## src/sv/cfb_pkg.sv

```systemverilog
// Shared types and constants for the command frame builder.
package cfb_pkg;

	// Framing bytes.
	localparam logic [7:0] HDR0   = 8'h3A;
	localparam logic [7:0] HDR1   = 8'h16;
	localparam logic [7:0] NOPAY0 = 8'h01;
	localparam logic [7:0] NOPAY1 = 8'h0B;
	localparam logic [7:0] TRL0   = 8'h0D;
	localparam logic [7:0] TRL1   = 8'h0A;

	// Default longest command, code byte included.
	localparam int MAX_CMD_LEN_DEF = 43;

	// Longest run of output bytes that one input beat can cause.
	localparam int MAX_RUN = 9;
	localparam int RUN_CNT_W = $clog2(MAX_RUN + 1);

	// One run of output bytes, first byte in entry 0.
	typedef struct packed {
		logic [MAX_RUN-1:0][7:0] bytes;
		logic [RUN_CNT_W-1:0]    count;
		logic                    tail;
	} run_t;

endpackage

```

## src/sv/cfb_frame_ctl.sv

```systemverilog
// Input register, frame state and construction of the output run for one beat.
module cfb_frame_ctl #(
	parameter int MAX_CMD_LEN = cfb_pkg::MAX_CMD_LEN_DEF
) (
	input  logic          clk,
	input  logic          arst_n,
	input  logic          s_tvalid,
	output logic          s_tready,
	input  logic [7:0]    cmd_byte,
	input  logic [5:0]    cmd_len,
	input  logic          run_free,
	output logic          run_load,
	output cfb_pkg::run_t run
);

	localparam int LenW = $clog2(MAX_CMD_LEN + 1);
	localparam logic [7:0] MaxLen = 8'(MAX_CMD_LEN);

	logic             valid_s1;
	logic [7:0]       byte_s1;
	logic [5:0]       len_s1;
	logic [LenW-1:0]  bytes_left_q;
	logic [15:0]      sum_q;

	logic             accept;
	logic             frame_start;
	logic             last_payload;
	logic [7:0]       len_one;
	logic [7:0]       len_sat;
	logic [7:0]       len_m1;
	logic [15:0]      sum_next;
	logic [LenW-1:0]  left_next;

	assign accept   = s_tvalid && s_tready;
	assign s_tready = !valid_s1 || run_free;
	assign run_load = valid_s1 && run_free;

	// Input register: one beat waits here while the output run drains.
	always_ff @(posedge clk or negedge arst_n) begin
		if (!arst_n) begin
			valid_s1 <= 1'b0;
		end else if (accept) begin
			valid_s1 <= 1'b1;
		end else if (run_load) begin
			valid_s1 <= 1'b0;
		end
	end

	always_ff @(posedge clk) begin
		if (accept) begin
			byte_s1 <= cmd_byte;
			len_s1  <= cmd_len;
		end
	end

	// Length clean-up: zero counts as one, too long saturates.
	assign frame_start  = (bytes_left_q == '0);
	assign len_one      = (len_s1 == 6'd0) ? 8'd1 : {2'b00, len_s1};
	assign len_sat      = (len_one > MaxLen) ? MaxLen : len_one;
	assign len_m1       = len_sat - 8'd1;
	assign last_payload = (bytes_left_q == LenW'(1));

	// Checksum after this beat's summed bytes.
	always_comb begin
		if (frame_start) begin
			if (len_sat > 8'd1) begin
				sum_next = 16'(cfb_pkg::HDR1) + 16'(byte_s1) + 16'(len_m1);
			end else begin
				sum_next = 16'(cfb_pkg::HDR1) + 16'(byte_s1)
					+ 16'(cfb_pkg::NOPAY0) + 16'(cfb_pkg::NOPAY1);
			end
		end else begin
			sum_next = sum_q + 16'(byte_s1);
		end
	end

	assign left_next = frame_start ? ((len_sat > 8'd1) ? LenW'(len_m1) : '0)
		: (bytes_left_q - LenW'(1));

	// Frame state moves on when the beat hands its run to the output.
	always_ff @(posedge clk or negedge arst_n) begin
		if (!arst_n) begin
			bytes_left_q <= '0;
			sum_q        <= '0;
		end else if (run_load) begin
			bytes_left_q <= left_next;
			sum_q        <= (left_next == '0) ? 16'd0 : sum_next;
		end
	end

	// Build the run of output bytes for this beat.
	always_comb begin
		run = '0;
		if (frame_start) begin
			run.bytes[0] = cfb_pkg::HDR0;
			run.bytes[1] = cfb_pkg::HDR1;
			run.bytes[2] = byte_s1;
			if (len_sat > 8'd1) begin
				run.bytes[3] = len_m1;
				run.count    = cfb_pkg::RUN_CNT_W'(4);
			end else begin
				run.bytes[3] = cfb_pkg::NOPAY0;
				run.bytes[4] = cfb_pkg::NOPAY1;
				run.bytes[5] = sum_next[7:0];
				run.bytes[6] = sum_next[15:8];
				run.bytes[7] = cfb_pkg::TRL0;
				run.bytes[8] = cfb_pkg::TRL1;
				run.count    = cfb_pkg::RUN_CNT_W'(9);
				run.tail     = 1'b1;
			end
		end else begin
			run.bytes[0] = byte_s1;
			if (last_payload) begin
				run.bytes[1] = sum_next[7:0];
				run.bytes[2] = sum_next[15:8];
				run.bytes[3] = cfb_pkg::TRL0;
				run.bytes[4] = cfb_pkg::TRL1;
				run.count    = cfb_pkg::RUN_CNT_W'(5);
				run.tail     = 1'b1;
			end else begin
				run.count    = cfb_pkg::RUN_CNT_W'(1);
			end
		end
	end

endmodule

```

## src/sv/cfb_run_buf.sv

```systemverilog
// Result register that holds one run and shifts it out a beat at a time.
module cfb_run_buf (
	input  logic          clk,
	input  logic          arst_n,
	input  logic          run_load,
	input  cfb_pkg::run_t run,
	output logic          run_free,
	output logic          m_tvalid,
	input  logic          m_tready,
	output logic [7:0]    m_tdata,
	output logic          m_tlast,
	output logic          m_tuser
);

	logic [cfb_pkg::MAX_RUN-1:0][7:0]  bytes_q;
	logic [cfb_pkg::RUN_CNT_W-1:0]     cnt_q;
	logic                              tail_q;
	logic                              out_beat;

	assign m_tvalid = (cnt_q != '0);
	assign m_tdata  = bytes_q[0];
	assign m_tlast  = (cnt_q == cfb_pkg::RUN_CNT_W'(1));
	assign m_tuser  = tail_q && m_tlast;
	assign out_beat = m_tvalid && m_tready;
	assign run_free = (cnt_q == '0) || (m_tlast && m_tready);

	// Remaining count and tail flag.
	always_ff @(posedge clk or negedge arst_n) begin
		if (!arst_n) begin
			cnt_q  <= '0;
			tail_q <= 1'b0;
		end else if (run_load) begin
			cnt_q  <= run.count;
			tail_q <= run.tail;
		end else if (out_beat) begin
			cnt_q  <= cnt_q - cfb_pkg::RUN_CNT_W'(1);
		end
	end

	// Byte shift line: the byte at entry 0 is on the bus.
	always_ff @(posedge clk) begin
		if (run_load) begin
			bytes_q <= run.bytes;
		end else if (out_beat) begin
			bytes_q <= {8'h00, bytes_q[cfb_pkg::MAX_RUN-1:1]};
		end
	end

	a_end_is_last: assert property (@(posedge clk) disable iff (!arst_n)
		m_tvalid && m_tuser |-> m_tlast)
		else $error("frame end flagged on a beat that does not close its run");

	a_cnt_range: assert property (@(posedge clk) disable iff (!arst_n)
		cnt_q <= cfb_pkg::RUN_CNT_W'(cfb_pkg::MAX_RUN))
		else $error("run count beyond the longest run");

	a_load_free: assert property (@(posedge clk) disable iff (!arst_n)
		run_load |-> (cnt_q == '0) || (m_tlast && m_tready))
		else $error("new run loaded over bytes not yet sent");

	a_stall_hold: assert property (@(posedge clk) disable iff (!arst_n)
		m_tvalid && !m_tready |=> $stable(cnt_q) && $stable(m_tdata))
		else $error("output run changed while stalled");

endmodule

```

## src/sv/command_frame_builder.sv

```systemverilog
// Top level of the command frame builder.
// Takes one command byte per beat and emits the framed stream 0x3A 0x16, the
// code, then either the length byte (length minus one) and the payload or the
// pair 0x01 0x0B, then the 16-bit additive checksum low byte first and the
// trailer 0x0D 0x0A. cmd_len is read on a frame's first byte only; zero counts
// as one and values above MAX_CMD_LEN saturate. Each input beat waits in the
// input register and then goes out as its run of output bytes: 1 for a middle
// payload byte, 4 for a frame start with payload, 5 for the last payload byte,
// 9 for a frame with no payload. The output port at one byte per cycle while
// m_tready is high sets the throughput; payload bytes then flow at one per
// cycle, and one input beat is taken while a run still waits.
module command_frame_builder #(
	parameter int MAX_CMD_LEN = cfb_pkg::MAX_CMD_LEN_DEF
) (
	input  logic        clk,
	input  logic        arst_n,
	input  logic        s_tvalid,
	output logic        s_tready,
	input  logic [15:0] s_tdata,   // [7:0] cmd_byte, [13:8] cmd_len, [15:14] zero
	output logic        m_tvalid,
	input  logic        m_tready,
	output logic [7:0]  m_tdata,   // [7:0] out_byte
	output logic        m_tlast,   // last_of_run
	output logic        m_tuser    // [0] frame_end
);

	cfb_pkg::run_t run;
	logic          run_free;
	logic          run_load;

	// Frame state and run construction.
	cfb_frame_ctl #(
		.MAX_CMD_LEN(MAX_CMD_LEN)
	) u_ctl (
		.clk      (clk),
		.arst_n   (arst_n),
		.s_tvalid (s_tvalid),
		.s_tready (s_tready),
		.cmd_byte (s_tdata[7:0]),
		.cmd_len  (s_tdata[13:8]),
		.run_free (run_free),
		.run_load (run_load),
		.run      (run)
	);

	// Output run register.
	cfb_run_buf u_buf (
		.clk      (clk),
		.arst_n   (arst_n),
		.run_load (run_load),
		.run      (run),
		.run_free (run_free),
		.m_tvalid (m_tvalid),
		.m_tready (m_tready),
		.m_tdata  (m_tdata),
		.m_tlast  (m_tlast),
		.m_tuser  (m_tuser)
	);

endmodule
```

## config.mk

```make
export PLATFORM = sky130hd
export DESIGN_NAME = command_frame_builder
export DESIGN_NICKNAME = d
export VERILOG_FILES = /design/src/sv/cfb_pkg.sv /design/src/sv/cfb_frame_ctl.sv /design/src/sv/cfb_run_buf.sv /design/src/sv/command_frame_builder.sv
export SDC_FILE = /design/constraint.sdc
export NUM_CORES = 1
export LEC_CHECK = 0
export ABC_AREA = 1
export BUFFER_PORTS_ARGS = -buffer_cell sky130_fd_sc_hd__buf_2
export CAP_MARGIN = 20
export CORE_UTILIZATION = 58
export DETAILED_ROUTE_END_ITERATION = 16
export PLACE_DENSITY = 0.82
export SLEW_MARGIN = 20
export SYNTH_ARGS = -nofsm -noshare
export SYNTH_HDL_FRONTEND = slang
export SYNTH_SLANG_ARGS = --single-unit
```

## constraint.sdc

```tcl
create_clock -name clk -period 5.8 [get_ports clk]
set_input_delay 0.87 -clock clk [delete_from_list [all_inputs] [get_ports clk]]
set_output_delay 0.87 -clock clk [all_outputs]
set_load 0.01 [all_outputs]
```

==> impl_metrics.yaml <==
timing:
  setup_tns_ns: 0
  relSlewSlack: 0.4428
  fin_crit_sh: 0.5998
  rsz0062_at_grt: "false"
  slew_violations: 0
  finalSetupViolCount: 0
  fmax_mhz: 287.5
  worst_slack_ns: 2.321
  finalCriticalPeriod_ns: 3.479
  hold_viol: 0
  skew_ns: 0.01006
  tightest_slew_ns: 0.8327
detailed_routing:
  drtPass1Iterations: 5
  wl_per_cell_um: 15.85
  avgViaCountPerCell: 5.534
  wl_um: 13390
  drc: 0
  drtIter0Drc: 307
  vias: 4676
  drtAntennaViolNets: 0
clock_network:
  numCtsBuffers: 9
  cts_resized: 0
  cts_root_buf: "clkbuf_8"
  post-cts-setup-buffers: 0
  cts_max_level: 3
  ctsHoldBuffers: 0
  cts_tree: "built"
  ctsLongestPathBuffers: 2
  numClockSinks: 101
  insertion_delay_ns: 0.37
  clkTransAtPathRegs_ns: 0.10
worst_setup_path:
  slowest_delay_ns: 0.48
  setup.worst_path.end_class: "register"
  r2r_slack_ns: 2.32
  cp.required_ns: 5.92
  path_cells: "nand2_1 -> nand2_1 -> nand2_2 -> nand2_2 -> nor2_4 -> ha_1 -> inv_2 -> xor2_1 -> ha_1 -> nand2_1 -> o21ai_1 -> nand2_1 -> nand2_1 -> nand2_1 -> nand2_1 -> o21ai_1 -> inv_1 -> nand2_1 -> nand2_1 -> o21ai_0"
  crit_fanout: 7
  cp.arrival_ns: 3.60
  critical_path_class: "reg -> reg"
  cpMaxStageDelayCell: "edfxtp_1"
  path_common_cell: "nand2_1"
  worstSetupStartpointType: "register"
die:
  dieArea_um2: 10550
  fp.coreArea_um2: 9819
  num_rows: 36
  die_x_um: 102.7
  start_util: 0.5991
  ios: 32
  die_y_um: 102.7
logic_synthesis:
  ys_types: 43
  synth-seq-cells: 101
  netlist_instances: 684
  ys.flop_type: "edfxtp_1"
  async_flop_share: 0.2772
  ys_seq_area_frac: 0.4917
  syn_area_um2: 5883
  syn_area_per_cell_um2: 8.601
  synth_edf_count: 73
  yosysWarnings: 0
power:
  vdd_drop_max_uv: 444.7
  seqPwrFrac: 0.391
  switching_share: 0.4342
  p_leak_nw: 2.903
  power_density_nw_per_um2: 529.3
  p_sw_mw: 1.445
  p_int_mw: 1.883
  combPwrFrac: 0.476
  clkPwrFrac: 0.134
cells_and_area:
  multi_input_area_um2: 2517
  syn_to_final_growth_pct: 6.891
  diodes: 0
  fill_cells: 845
  layout.area.seq_um2: 2893
  drive_above_1_share: 0.1320
  finalNetCount: 754
placed_design:
  gp_congestion: 0.9464
  port_buffers: 29
  hpwl_um: 9862
  dp_slack_ns: 2.456
grt:
  grt_pass1_vias: 4443
  groute.usage.overall: 0.2764
  grt_max_degree: 59
  antenna_found_initial: 0
  grt_pass1_wl_um: 21400
  grt_remaining_overflow: 0
run:
  drv_cap: 0
status:
  status: "completed"
worst_hold_path:
  min_path_type: "reg -> reg"
-- power by group through the flow --
stage	Clock [mW]	Combinational, mW	Sequential, mW
after floorplan	0	1.22	1.28
after global placement	0	1.49	1.30
after detailed placement	0	1.55	1.31
after CTS	0.451	1.56	1.30
after global routing	0.474	1.78	1.33
final	0.445	1.58	1.30
-- flip-flops by register name, indices dropped and copies added (netlist names) --
signal and cells:
u_ctl.byte_s1 8, u_ctl.sum_q 16, u_buf.bytes_q 51, u_buf.cnt_q 4
u_buf.m_tdata 8, u_ctl.len_s1 6, u_ctl.bytes_left_q 6, u_buf.tail_q 1
u_ctl.valid_s1 1
-- cells in the mapped netlist (2+ instances only) --
cell type | instances | area (um2)
a21oi_1 | 20 | 100.1
a21o_1 | 2 | 15.01
nand3_1 | 42 | 210.2
o21ai_2 | 13 | 113.9
ha_1 | 25 | 312.8
a31oi_1 | 2 | 12.51
o21ai_0 | 41 | 205.2
buf_4 | 9 | 67.56
nand2_4 | 2 | 22.52
xnor2_1 | 5 | 43.79
nor3_1 | 3 | 15.01
o21ai_1 | 21 | 105.1
dfrtp_1 | 28 | 700.7
a22oi_1 | 6 | 45.04
inv_1 | 80 | 300.3
o31ai_1 | 2 | 15.01
nor2_2 | 5 | 31.28
edfxtp_1 | 73 | 2192
xor2_1 | 10 | 87.58
buf_2 | 11 | 55.05
nand4_1 | 6 | 37.54
o211ai_1 | 2 | 15.01
inv_2 | 16 | 60.06
clkbuf_1 | 2 | 7.510
nor2_4 | 3 | 33.78
fa_1 | 2 | 40.04
nand2_1 | 180 | 675.7
nor2_1 | 55 | 206.5
nand2_2 | 4 | 25.02
-- cell usage in the layout (no fill, tap or decap), drive strengths merged, types with 2 or more instances in the layout --
cell    instances
nand2         186
inv            98
o21ai          75
edfxtp         73
nor2           63
nand3          44
buf            31
dfrtp          28
ha             25
a21oi          21
clkbuf         12
xor2           10
nand4           7
a22oi           6
xnor2           5
conb            5
nor3            4
a21o            2
o31ai           2
a31oi           2
o211ai          2
fa              2
-- cell families (layout without fill, tap and decap cells) --
| kind of cell | Yosys count | in the layout | synth area share |
|---|---|---|---|
| and+or+nand+nor | 305 | 305 | 0.2233 |
| buffers and inverters | 119 | 143 | 0.08528 |
| AOI/OAI and AO/OA | 115 | 115 | 0.1151 |
| DFF | 101 | 101 | 0.4917 |
| adders and majority gates | 27 | 27 | 0.05997 |
| xor gates and xnor gates | 15 | 15 | 0.02233 |
| other | 1 | 5 | 0.0006374 |
| muxes | 1 | 1 | 0.001701 |
-- through the flow --
step	area (um2)	hold WS [ns]	instances	utilization	power, mW
CTS	6289	0.5020	845	0.6404	3.315
detailed placement	6097	0.4817	829	0.6209	2.868
global placement	6097	0.4718	829	0.6209	2.794
global route	6289	0.5372	845	0.6404	3.585
finish	6289	0.5027	845	0.6404	3.328
floorplan	5898	0.4553	688	-	2.496
-- critical path: cells and delay by family (launching register included) --
| family | cells | cell delay (ns) |
|---|---|---|
| and+or+nand+nor | 12 | 1.28 |
| buffers and inverters | 2 | 0.15 |
| xor gates and xnor gates | 1 | 0.19 |
| AOI/OAI and AO/OA | 3 | 0.47 |
| adders and majority gates | 2 | 0.67 |
| DFF | 1 | 0.48 |
-- routing by layer --
metal  track usage  part of all wire
met5             0                 0
met1        0.3407              0.41
met3       0.04610             0.063
met2        0.4754              0.49
met4        0.1275             0.031
-- area by class of cell --
cell class / count / share of cell area
clock inverter: 4 / 0.008953
timing repair buffer: 31 / 0.02547
multi-input combinational: 468 / 0.4003
inverter: 96 / 0.05730
clock buffer: 12 / 0.02149
sequential: 101 / 0.4600
tap: 133 / 0.02646
-- path summary, 6_finish.rpt --
check | from | to | cells after the start
setup / recovery | u_ctl.len_s1[2] | u_buf.bytes_q[14] | 20
hold / removal | u_ctl.sum_q[7] | u_ctl.sum_q[7] | 2
setup reg to reg | u_ctl.len_s1[2] | u_buf.bytes_q[14] | 20
hold reg to reg | u_ctl.sum_q[7] | u_ctl.sum_q[7] | 2
max in group asynchronous | arst_n | u_buf.cnt_q[3] | 1
min in group asynchronous | arst_n | u_ctl.sum_q[6] | 1
(Power assumes the default switching activity.)
